[src/hw/rtl/msk_block_phase_estimator_unit_assert.svh]
// assertion macros shared by the rtl files
`ifndef MSK_BLOCK_PHASE_ESTIMATOR_UNIT_ASSERT_SVH
`define MSK_BLOCK_PHASE_ESTIMATOR_UNIT_ASSERT_SVH

// implication checked on every clock edge outside reset
`define MBPE_ASSERT_IMP(label, clk, rst_n, ante, cons, msg) \
    label: assert property (@(posedge clk) disable iff (!rst_n) (ante) |-> (cons)) \
        else $error(msg);

// next-cycle implication checked outside reset
`define MBPE_ASSERT_NEXT(label, clk, rst_n, ante, cons, msg) \
    label: assert property (@(posedge clk) disable iff (!rst_n) (ante) |=> (cons)) \
        else $error(msg);

`endif

[src/hw/rtl/mbpe_pkg.sv]
`default_nettype none
package mbpe_pkg;

    localparam int MAX_AVERAGE_DEF  = 1024;
    localparam int SAMPLE_WIDTH_DEF = 16;
    localparam int ANGLE_WIDTH_DEF  = 16;
    localparam int CORDIC_STEPS_DEF = 16;

    localparam int SUM_W   = 28;
    localparam int CW      = 40;   // cordic datapath width
    localparam int PH_W    = 16;
    localparam int LEN_W   = 11;
    localparam int REF_W   = 16;

    localparam logic [CW-1:0] ROT_START = CW'(10188014);

    localparam logic [1:0] OP_VEC = 2'd0;
    localparam logic [1:0] OP_ROT = 2'd1;

    // config register indexes
    localparam logic [0:0] REG_MODE = 1'b0;
    localparam logic [0:0] REG_LEN  = 1'b1;

    typedef struct packed {
        logic       start;
        logic [1:0] op;
    } cordic_cmd_t;

    function automatic logic [31:0] arc_at(input logic [4:0] i);
        logic [31:0] r;
        begin
            case (i)
                5'd0: r = 32'd536870912;
                5'd1: r = 32'd316933406;
                5'd2: r = 32'd167458907;
                5'd3: r = 32'd85004756;
                5'd4: r = 32'd42667331;
                5'd5: r = 32'd21354465;
                5'd6: r = 32'd10679838;
                5'd7: r = 32'd5340245;
                5'd8: r = 32'd2670163;
                5'd9: r = 32'd1335087;
                5'd10: r = 32'd667544;
                5'd11: r = 32'd333772;
                5'd12: r = 32'd166886;
                5'd13: r = 32'd83443;
                5'd14: r = 32'd41722;
                5'd15: r = 32'd20861;
                5'd16: r = 32'd10430;
                5'd17: r = 32'd5215;
                5'd18: r = 32'd2608;
                5'd19: r = 32'd1304;
                5'd20: r = 32'd652;
                5'd21: r = 32'd326;
                5'd22: r = 32'd163;
                5'd23: r = 32'd81;
                default: r = 32'd0;
            endcase
            return r;
        end
    endfunction

endpackage
`default_nettype wire

[src/hw/rtl/mbpe_cordic.sv]
`default_nettype none
module mbpe_cordic #(
    parameter int CORDIC_STEPS = mbpe_pkg::CORDIC_STEPS_DEF
) (
    input  wire                          clk,
    input  wire                          rst_n,
    input  mbpe_pkg::cordic_cmd_t        cmd,
    input  wire signed [mbpe_pkg::CW-1:0] x_in,
    input  wire signed [mbpe_pkg::CW-1:0] y_in,
    input  wire        [31:0]            z_in,
    output logic                         done,
    output logic signed [mbpe_pkg::CW-1:0] x_out,
    output logic signed [mbpe_pkg::CW-1:0] y_out,
    output logic       [31:0]            z_out
);
    import mbpe_pkg::*;

    localparam int NSTEP = (CORDIC_STEPS < 24) ? CORDIC_STEPS : 24;
    localparam logic [4:0] LAST = 5'(NSTEP - 1);

    logic              busy_reg, busy_next;
    logic [1:0]        op_reg, op_next;
    logic [4:0]        idx_reg, idx_next;
    logic signed [CW-1:0] x_reg, x_next, y_reg, y_next;
    logic [31:0]       z_reg, z_next;
    logic              done_reg, done_next;

    logic signed [CW-1:0] xs, ys;
    logic                 dir_up;
    logic [31:0]          arc;

    // one micro-rotation per cycle
    always_comb
    begin
        xs = x_reg >>> idx_reg;
        ys = y_reg >>> idx_reg;
        arc = arc_at(idx_reg);
        if (op_reg == OP_VEC)
            dir_up = (y_reg > 0);
        else
            dir_up = !z_reg[31];
        busy_next = busy_reg;
        op_next = op_reg;
        idx_next = idx_reg;
        x_next = x_reg;
        y_next = y_reg;
        z_next = z_reg;
        done_next = 1'b0;
        if (cmd.start)
        begin
            busy_next = 1'b1;
            op_next = cmd.op;
            idx_next = '0;
            x_next = x_in;
            y_next = y_in;
            z_next = z_in;
        end
        else if (busy_reg)
        begin
            if (dir_up)
            begin
                // vectoring with y>0, or rotation with z>=0
                if (op_reg == OP_VEC)
                begin
                    x_next = x_reg + ys;
                    y_next = y_reg - xs;
                    z_next = z_reg + arc;
                end
                else
                begin
                    x_next = x_reg - ys;
                    y_next = y_reg + xs;
                    z_next = z_reg - arc;
                end
            end
            else
            begin
                if (op_reg == OP_VEC)
                begin
                    x_next = x_reg - ys;
                    y_next = y_reg + xs;
                    z_next = z_reg - arc;
                end
                else
                begin
                    x_next = x_reg + ys;
                    y_next = y_reg - xs;
                    z_next = z_reg + arc;
                end
            end
            idx_next = idx_reg + 5'd1;
            if (idx_reg == LAST)
            begin
                busy_next = 1'b0;
                done_next = 1'b1;
            end
        end
    end

    always_ff @(posedge clk or negedge rst_n)
    begin
        if (!rst_n)
        begin
            busy_reg <= 1'b0;
            done_reg <= 1'b0;
            idx_reg  <= '0;
            op_reg   <= OP_VEC;
        end
        else
        begin
            busy_reg <= busy_next;
            done_reg <= done_next;
            idx_reg  <= idx_next;
            op_reg   <= op_next;
        end
    end

    always_ff @(posedge clk)
    begin
        x_reg <= x_next;
        y_reg <= y_next;
        z_reg <= z_next;
    end

    assign done  = done_reg;
    assign x_out = x_reg;
    assign y_out = y_reg;
    assign z_out = z_reg;

`include "msk_block_phase_estimator_unit_assert.svh"
    `MBPE_ASSERT_IMP(a_no_restart, clk, rst_n, busy_reg, !cmd.start, "cordic restarted while busy")
    `MBPE_ASSERT_NEXT(a_done_pulse, clk, rst_n, done_reg, !done_reg, "done held two cycles")
    `MBPE_ASSERT_IMP(a_idx_range, clk, rst_n, busy_reg, idx_reg <= LAST, "step index out of range")

endmodule
`default_nettype wire

[src/hw/rtl/msk_block_phase_estimator_unit.sv]
// channel | dir | handshake      | payload
// in      | in  | valid / stall  | sample_real, sample_imag, reference_phase, reference_valid
// out     | out | valid / stall  | phase, block_error
// cfg     | in  | valid / ready  | cfg_index, cfg_data
//
// each sample uses one shared cordic: vector then rotate (a zero sample skips the vector pass)
// a block end adds a vectoring of the sums unless both sums are zero
// a skipped sample does not use the cordic; the shared cordic is the limiting unit
// reset clears the sums, block count, unwrap state, error flag, sequencer and config registers
// in_stall is high while a sample is being worked and while a result waits
`default_nettype none
module msk_block_phase_estimator_unit #(
    parameter int MAX_AVERAGE  = mbpe_pkg::MAX_AVERAGE_DEF,
    parameter int SAMPLE_WIDTH = mbpe_pkg::SAMPLE_WIDTH_DEF,
    parameter int ANGLE_WIDTH  = mbpe_pkg::ANGLE_WIDTH_DEF,
    parameter int CORDIC_STEPS = mbpe_pkg::CORDIC_STEPS_DEF
) (
    input  wire                             clk,
    input  wire                             rst_n,
    input  wire                             in_valid,
    output logic                            in_stall,
    input  wire signed [15:0]               sample_real,
    input  wire signed [15:0]               sample_imag,
    input  wire signed [15:0]               reference_phase,
    input  wire                             reference_valid,
    output logic                            out_valid,
    input  wire                             out_stall,
    output logic signed [15:0]              phase,
    output logic                            block_error,
    input  wire                             cfg_valid,
    output logic                            cfg_ready,
    input  wire        [0:0]                cfg_index,
    input  wire        [mbpe_pkg::LEN_W-1:0] cfg_data
);
    import mbpe_pkg::*;

    localparam int CNT_W = (MAX_AVERAGE > 1) ? $clog2(MAX_AVERAGE) : 1;
    localparam logic [16:0] MAXL = 17'(MAX_AVERAGE);
    localparam logic [CNT_W:0] CNT_MAX = (CNT_W+1)'(MAX_AVERAGE);

    // sequencer codes
    localparam logic [2:0] S_IDLE  = 3'd0;
    localparam logic [2:0] S_VEC1  = 3'd1;
    localparam logic [2:0] S_ROT   = 3'd2;
    localparam logic [2:0] S_ACC   = 3'd3;
    localparam logic [2:0] S_BEND  = 3'd4;
    localparam logic [2:0] S_FIN   = 3'd6;
    localparam logic [2:0] S_OUT   = 3'd7;

    logic [2:0]   st_reg, st_next;
    logic         mode_reg;
    logic [LEN_W-1:0] len_reg;
    logic signed [SUM_W-1:0] ss_reg, ss_next, sc_reg, sc_next;
    logic [CNT_W:0] cnt_reg, cnt_next;
    logic signed [ANGLE_WIDTH-1:0] prev_reg, prev_next;
    logic         par_reg, par_next;
    logic [REF_W-1:0] ref_reg;
    logic         vld_reg;
    logic signed [SAMPLE_WIDTH-1:0] re_reg, im_reg;
    logic [15:0]  ph_reg, ph_next;
    logic         err_reg, err_next;

    cordic_cmd_t  cmd;
    logic signed [CW-1:0] cx_in, cy_in, cx, cy;
    logic [31:0]  cz_in, cz;
    logic         cdone;

    logic [16:0]  len_eff;
    logic signed [SUM_W+1:0] add_c, add_s;
    logic signed [CW-1:0] rc, rs;
    logic [31:0]  vang, p32, half;
    logic signed [ANGLE_WIDTH-1:0] pq;
    logic signed [ANGLE_WIDTH:0] dlt;
    logic         sum_zero, last_smp, use_smp;

    // config only when idle and no sample is offered in the same cycle
    assign cfg_ready = (st_reg == S_IDLE) && !in_valid;

    always_ff @(posedge clk or negedge rst_n)
    begin
        if (!rst_n)
        begin
            mode_reg <= 1'b0;
            len_reg  <= LEN_W'(1);
        end
        else if (cfg_valid && cfg_ready)
        begin
            case (cfg_index)
                REG_MODE: mode_reg <= cfg_data[0];
                REG_LEN:  len_reg <= cfg_data;
                default:  ;
            endcase
        end
    end

    mbpe_cordic #(.CORDIC_STEPS(CORDIC_STEPS)) u_cordic (
        .clk(clk), .rst_n(rst_n), .cmd(cmd),
        .x_in(cx_in), .y_in(cy_in), .z_in(cz_in),
        .done(cdone), .x_out(cx), .y_out(cy), .z_out(cz)
    );

    // round a 32 bit angle to the output width
    function automatic logic signed [ANGLE_WIDTH-1:0] to_ang(input logic [31:0] a);
        logic [31:0] r;
        begin
            r = a + (32'd1 << (31 - ANGLE_WIDTH));
            return r[31 -: ANGLE_WIDTH];
        end
    endfunction

    function automatic logic signed [SUM_W-1:0] sat(input logic signed [SUM_W+1:0] v);
        logic signed [SUM_W+1:0] mx, mn;
        begin
            mx = (SUM_W+2)'((1 << (SUM_W-1)) - 1);
            mn = -mx - (SUM_W+2)'(1);
            if (v > mx) return mx[SUM_W-1:0];
            else if (v < mn) return mn[SUM_W-1:0];
            else return v[SUM_W-1:0];
        end
    endfunction

    always_comb
    begin
        len_eff = {6'd0, len_reg};
        if (len_eff == 17'd0) len_eff = 17'd1;
        if (len_eff > MAXL) len_eff = MAXL;
        last_smp = ({{(16-CNT_W){1'b0}}, cnt_reg} + 17'd1 >= len_eff);
        use_smp = mode_reg || vld_reg;
        sum_zero = (ss_reg == '0) && (sc_reg == '0);
        rc = (cx + CW'(128)) >>> 8;
        rs = (cy + CW'(128)) >>> 8;
        add_c = (SUM_W+2)'(sc_reg) + (SUM_W+2)'(rc);
        add_s = (SUM_W+2)'(ss_reg) + (SUM_W+2)'(rs);
        p32 = cz;
        pq = to_ang(p32);
        dlt = (ANGLE_WIDTH+1)'(pq) - (ANGLE_WIDTH+1)'(prev_reg);
        half = {p32[31], p32[31:1]};
    end

    // cordic operand setup
    logic signed [CW-1:0] vx, vy;
    logic [31:0] vz, ra, rz;
    logic signed [CW-1:0] rx;
    always_comb
    begin
        vx = (st_reg == S_BEND) ? (CW'(sc_reg) <<< 8) : (CW'(re_reg) <<< 8);
        vy = (st_reg == S_BEND) ? (CW'(ss_reg) <<< 8) : (CW'(im_reg) <<< 8);
        vz = 32'd0;
        if (vx < 0)
        begin
            vx = -vx;
            vy = -vy;
            vz = 32'h8000_0000;
        end
        ra = mode_reg ? vang : ((vang << 1) - {ref_reg, 16'd0});
        rx = ROT_START;
        rz = ra;
        if (!ra[31] && ra > 32'h4000_0000)
        begin
            rx = -ROT_START;
            rz = ra - 32'h8000_0000;
        end
        else if (ra[31] && ra < 32'hC000_0000)
        begin
            rx = -ROT_START;
            rz = ra + 32'h8000_0000;
        end
        cx_in = vx;
        cy_in = vy;
        cz_in = vz;
        if (st_reg == S_ROT)
        begin
            cx_in = rx;
            cy_in = '0;
            cz_in = rz;
        end
    end

    logic vzero;
    assign vzero = (re_reg == '0) && (im_reg == '0);

    // sequencer with a phase flag for the cordic passes
    logic [1:0] pass_reg, pass_next;
    localparam logic [1:0] P_NONE = 2'd0;
    localparam logic [1:0] P_VEC  = 2'd1;
    localparam logic [1:0] P_ROT  = 2'd2;
    localparam logic [1:0] P_BLK  = 2'd3;
    logic go_vec, go_rot, go_blk;

    always_comb
    begin
        st_next = st_reg;
        pass_next = pass_reg;
        ss_next = ss_reg;
        sc_next = sc_reg;
        cnt_next = cnt_reg;
        prev_next = prev_reg;
        par_next = par_reg;
        ph_next = ph_reg;
        err_next = err_reg;
        go_vec = 1'b0;
        go_rot = 1'b0;
        go_blk = 1'b0;
        cmd.start = 1'b0;
        cmd.op = OP_VEC;
        case (st_reg)
            S_IDLE:
                if (in_valid)
                    st_next = S_VEC1;
            S_VEC1:
            begin
                if (!use_smp)
                    st_next = S_ACC;
                else if (vzero)
                begin
                    // zero sample: angle 0 goes straight to rotation
                    pass_next = P_ROT;
                    st_next = S_ROT;
                end
                else
                begin
                    go_vec = 1'b1;
                    pass_next = P_VEC;
                    st_next = S_FIN;
                end
            end
            S_FIN:
                if (cdone)
                begin
                    if (pass_reg == P_VEC)
                        st_next = S_ROT;
                    else if (pass_reg == P_ROT)
                    begin
                        sc_next = sat(add_c);
                        ss_next = sat(add_s);
                        st_next = S_ACC;
                    end
                    else
                    begin
                        ss_next = '0;
                        sc_next = '0;
                        err_next = 1'b0;
                        if (mode_reg)
                            ph_next = 16'(pq);
                        else
                        begin
                            if (dlt > (ANGLE_WIDTH+1)'(1 << (ANGLE_WIDTH-1)) ||
                                dlt < -(ANGLE_WIDTH+1)'(1 << (ANGLE_WIDTH-1)))
                            begin
                                par_next = !par_reg;
                                ph_next = 16'(to_ang(!par_reg ? half + 32'h8000_0000 : half));
                            end
                            else
                                ph_next = 16'(to_ang(par_reg ? half + 32'h8000_0000 : half));
                            prev_next = pq;
                        end
                        st_next = S_OUT;
                    end
                end
            S_ROT:
            begin
                go_rot = 1'b1;
                pass_next = P_ROT;
                st_next = S_FIN;
            end
            S_ACC:
            begin
                if (!last_smp)
                begin
                    cnt_next = cnt_reg + 1'b1;
                    st_next = S_IDLE;
                end
                else
                begin
                    cnt_next = '0;
                    st_next = S_BEND;
                end
            end
            S_BEND:
            begin
                if (sum_zero)
                begin
                    ph_next = 16'd0;
                    err_next = 1'b1;
                    st_next = S_OUT;
                end
                else
                begin
                    go_blk = 1'b1;
                    pass_next = P_BLK;
                    st_next = S_FIN;
                end
            end
            S_OUT:
                if (!out_stall)
                    st_next = S_IDLE;
            default: st_next = S_IDLE;
        endcase
        if (go_vec || go_blk)
        begin
            cmd.start = 1'b1;
            cmd.op = OP_VEC;
        end
        if (go_rot)
        begin
            cmd.start = 1'b1;
            cmd.op = OP_ROT;
        end
    end

    // angle for a zero sample is zero: force it through the rotation input
    logic [31:0] vang_eff;
    logic [31:0] ang_reg;
    assign vang_eff = (pass_reg == P_VEC) ? cz : 32'd0;

    always_ff @(posedge clk or negedge rst_n)
    begin
        if (!rst_n)
        begin
            st_reg   <= S_IDLE;
            pass_reg <= P_NONE;
            ss_reg   <= '0;
            sc_reg   <= '0;
            cnt_reg  <= '0;
            prev_reg <= '0;
            par_reg  <= 1'b0;
            err_reg  <= 1'b0;
        end
        else
        begin
            st_reg   <= st_next;
            pass_reg <= pass_next;
            ss_reg   <= ss_next;
            sc_reg   <= sc_next;
            cnt_reg  <= cnt_next;
            prev_reg <= prev_next;
            par_reg  <= par_next;
            err_reg  <= err_next;
        end
    end

    always_ff @(posedge clk)
    begin
        ph_reg <= ph_next;
        if (st_reg == S_IDLE && in_valid)
        begin
            re_reg  <= sample_real[SAMPLE_WIDTH-1:0];
            im_reg  <= sample_imag[SAMPLE_WIDTH-1:0];
            ref_reg <= reference_phase;
            vld_reg <= reference_valid;
        end
        if (st_reg == S_FIN && cdone && pass_reg == P_VEC)
            ang_reg <= vang_eff;
        else if (st_reg == S_VEC1)
            ang_reg <= 32'd0;
    end

    assign vang = ang_reg;

    assign in_stall    = (st_reg != S_IDLE);
    assign out_valid   = (st_reg == S_OUT);
    assign phase       = ph_reg;
    assign block_error = err_reg;

`include "msk_block_phase_estimator_unit_assert.svh"
    `MBPE_ASSERT_IMP(a_out_has_no_input, clk, rst_n, out_valid, in_stall, "input taken while result waits")
    `MBPE_ASSERT_NEXT(a_err_zero, clk, rst_n, (st_reg == S_BEND) && sum_zero, block_error && phase == 16'd0, "error result not zero")
    `MBPE_ASSERT_IMP(a_cnt_range, clk, rst_n, 1'b1, cnt_reg < CNT_MAX, "block count past maximum length")

endmodule
`default_nettype wire
[config.mk]
export PLATFORM = sky130hd
export DESIGN_NAME = msk_block_phase_estimator_unit
export DESIGN_NICKNAME = d
export VERILOG_FILES = /design/src/hw/rtl/mbpe_pkg.sv /design/src/hw/rtl/mbpe_cordic.sv /design/src/hw/rtl/msk_block_phase_estimator_unit.sv
export VERILOG_INCLUDE_DIRS = /design/src /design/src/hw/rtl
export SDC_FILE = /design/constraint.sdc
export NUM_CORES = 2
export LEC_CHECK = 0
export ABC_CLOCK_PERIOD_IN_PS = 12400
export BUFFER_PORTS_ARGS = -buffer_cell sky130_fd_sc_hd__buf_2
export CAP_MARGIN = 5
export CORE_MARGIN = 1.5
export CORE_UTILIZATION = 46
export CTS_CLUSTER_SIZE = 16
export DETAILED_ROUTE_END_ITERATION = 10
export PLACE_DENSITY = 0.64
export SETUP_SLACK_MARGIN = 0.15
export SYNTH_ARGS = -nofsm -noshare
export SYNTH_HDL_FRONTEND = slang
export SYNTH_SLANG_ARGS = --single-unit
[constraint.sdc]
create_clock -name clk -period 12.4 [get_ports clk]
set_input_delay 1.24 -clock clk [delete_from_list [all_inputs] [get_ports clk]]
set_output_delay 1.24 -clock clk [all_outputs]
set_load 0.05 [all_outputs]
==> flow_summary.toml <==
[clock_network]
ctsHtreeMaxLevel = 2
ctsRootBufferMaster = "clkbuf_16"
cts.sinks = 319
cts_resized = 0
cts.reportedPaths.clkPinSlew_ns = 0.07
cts_setup_buffers = 0
cts.hold.buffers_added = 0
cts_tree = "done"
clkLatencyLatePin_ns = 0.62
cts_buffers = 42
clock_path_buffers = 3

[place]
placed_cell_area_um2 = 38800
portBuffers = 85
routabilityCongestion = 0.987
dp_hpwl_um = 95100

[drt]
wl_per_cell_um = 21.7
drt-total-wl_um = 126000
drc = 0
first_pass_iters = 5
vias = 36100
ant_nets = 0
vias_per_cell = 6.24
drt_iter0_drc = 3631

[timing]
worst_pin_slew_ns = 1.21
report.final.setup_viol = 0
fin_crit_sh_pct = 52.5
slew_viol_final = 0
skew_ns = 0.0474
setup_tns_ns = 0
period_needed_ns = 6.51
clock.fmax_ghz = 0.154
slew-limit-headroom_pct = 18.3
rsz0062_at_grt = "no"
hold_viol_final = 0

[logic_synthesis]
yosysTopAreaCell = "edfxtp_1"
ys_seq_elements = 319
yosys-top-cells-area = "edfxtp_1 (17%), ha_1 (11%), dfrtp_1 (7.2%), a21oi_1 (5.7%), xnor2_1 (4.9%)"
synth-edff-count = 209
syn_inst = 4806
synth.cell_area_um2 = 37800
synth_area_per_cell_um2 = 7.87
synth_cell_types = 93
ys_warn_count = 0
ys_async_sr_fraction_pct = 34.5
ys_seq_area_share_pct = 23.9
ys.flop_type = "edfxtp_1"
synth.top_cell.area_share_pct = 16.6
synth_fp_nets = 5217

[status]
status = "complete, no violations"

[critical_path]
critPathCaptureType = "flip-flop"
cp_cell_sequence = "buf_4 > mux4_2 > mux2i_1 > nand2_1 > o21ai_0 > nor2_1 > nor2_1 > ha_1 > nor2_1 > o311ai_0 > a211oi_1 > o211ai_1 > a311oi_1 > nor2_1 > o31ai_1 > a21oi_1 > o2bb2ai_1 > xor2_1 > o22ai_1"
cp_slowest_cell = "buf_4"
worstPathMaxFanout = 63
critPathLaunch = "u_cordic.idx_reg[0]"
critPathKind = "flip-flop to flip-flop"
cp.required_ns = 12.72
start_kind = "flip-flop"
path_delay_family = "compound AO/OA/AOI/OAI gates"
crit_arrival_ns = 6.83
reg2reg_from = "u_cordic.idx_reg[0]"
path_common_cell = "nor2_1"
slowest_delay_ns = 0.80
path_buf_inv = 1

[finish]
layout.nets = 5103
drive_gt1_share_pct = 7.09
antennaDiodeCount = 0
postLayoutCellArea_um2 = 40300
area_growth_pct = 6.52
final_core_util_pct = 49.8

[global_route]
grt_first_pass_wirelength_um = 195000
gr-total-overflow = 0
grt_antenna_before_repair = 1
grt_pass1_vias = 33500
grtUsageTotal_pct = 29.3
grt_max_degree = 87

[die]
die_h_um = 290
start_util_pct = 46.7
die_area_um2 = 83900
io_pins = 86
die_w_um = 290
core_area_um2 = 80900
row_count = 104

[hold_path]
hold_path_class = "flip-flop to flip-flop"
worstHoldStart = "par_reg"

[job]
drv_cap = 0
-- cell families (layout without fill, tap and decap cells) --
group	count (synthesis)	count (layout)	share of synthesized area (%)
AND/OR/NAND/NOR	1558	1558	19.2
AO/OA/AOI/OAI	1478	1478	25.0
buffers and inverters	576	496	5.85
adder cells (fa/ha/maj)	345	345	11.6
flip-flops	319	319	23.9
XOR/XNOR	316	316	7.32
multiplexers	214	214	7.06
-- metal layers --
metal,track usage [%],vias up,wire length [um]
met5,0,-,11
met4,12.5,2,5620
met3,4.59,246,9210
met2,46.8,1350,56600
met1,39.3,17200,54400
li1,-,17300,-
-- final timing paths --
kind                                  endpoint  slack (ns)  depth (start not counted)
max reg2reg                 u_cordic.x_out[34]        5.89                         19
min in group asynchronous           sc_reg[16]        0.67                          1
min reg2reg                            par_reg        0.50                          1
max in group asynchronous  u_cordic.idx_reg[1]       10.24                          2
max                         u_cordic.x_out[34]        5.89                         19
min                                    par_reg        0.50                          1
-- worst register-to-register path, delay by kind of cell, from the launching register on --
family                   cells  cell delay [ns]
multiplexers                 2             0.83
XOR/XNOR                     1             0.17
adder cells (fa/ha/maj)      1             0.33
buffers and inverters        1             0.83
AO/OA/AOI/OAI                9             2.61
flip-flops                   1             0.77
AND/OR/NAND/NOR              5             0.69
-- per-stage QoR --
stage	hold slack, ns	worst slack (ns)	cells
detailed placement	0.495	6.03	5708
finish	0.504	5.89	5786
global route	0.536	5.41	5786
global placement	0.479	6.08	5708
CTS	0.508	5.96	5786
floorplan	0.465	6.74	4806
-- layout by cell type, fill, tap and decap left out, types with 16 or more instances in the layout --
master | Yosys | final
nand2_1 | 456 | 454
buf_4 | 0 | 37
inv_1 | 290 | 290
o211ai_1 | 46 | 46
o21ai_1 | 59 | 59
nor2_1 | 469 | 467
and2_1 | 56 | 56
a31oi_1 | 36 | 36
o22ai_1 | 71 | 71
o21bai_1 | 51 | 51
nor3_1 | 112 | 111
o21ai_0 | 263 | 263
mux2i_1 | 144 | 144
clkbuf_16 | 0 | 43
or3_1 | 26 | 25
nor2b_1 | 56 | 56
a21o_1 | 104 | 103
edfxtp_1 | 209 | 209
and3_1 | 49 | 49
a211oi_1 | 79 | 79
nand4_1 | 36 | 36
dfrtp_1 | 109 | 103
o21a_1 | 66 | 66
nor4_1 | 47 | 47
or2_2 | 20 | 20
a21oi_1 | 432 | 431
mux4_2 | 39 | 39
buf_2 | 5 | 84
mux2_2 | 31 | 31
nand2b_1 | 51 | 51
xor2_1 | 103 | 103
a2111oi_0 | 16 | 16
xnor2_1 | 213 | 213
a221o_1 | 27 | 27
ha_1 | 335 | 335
nand3_1 | 115 | 115
o31ai_1 | 38 | 38
-- layout make-up --
type | count | area [um2]
fillers | 8062 | 40700
flip-flops and latches | 319 | 9040
clock inverters | 25 | 285
well taps | 1060 | 1330
inverters | 297 | 1110
clock buffers | 53 | 1160
repair buffers | 121 | 698
multi-input cells | 3911 | 26700
-- Yosys cell counts, types with 10 or more instances --
cell       count
a31oi_1       36
nand2_1      456
dfrtp_1      109
o2111ai_1     13
o21a_1        66
nor2_1       469
o211ai_1      46
mux2_2        31
o21ai_1       59
o22ai_1       71
a311oi_1      12
edfxtp_1     209
mux4_2        39
xor2_1       103
buf_1         53
and2_1        56
nor3_1       112
nor4_1        47
o21ai_0      263
and3_1        49
fa_1          10
nor3b_1       11
a21o_1       104
nand3_1      115
or3_1         26
nor2b_1       56
mux2i_1      144
xnor2_1      213
o41ai_1       10
a221oi_1      12
a211o_1       14
nand2b_1      51
a211oi_1      79
nand4_1       36
ha_1         335
a2111oi_0     16
a21oi_1      432
or4_1         12
a22o_1        10
inv_1        290
o31ai_1       38
or2_2         20
o21bai_1      51
a221o_1       27
clkbuf_1     215
Power is not shown: default switching activity piles up to over one toggle a cycle in this logic, so the estimate is an artifact.
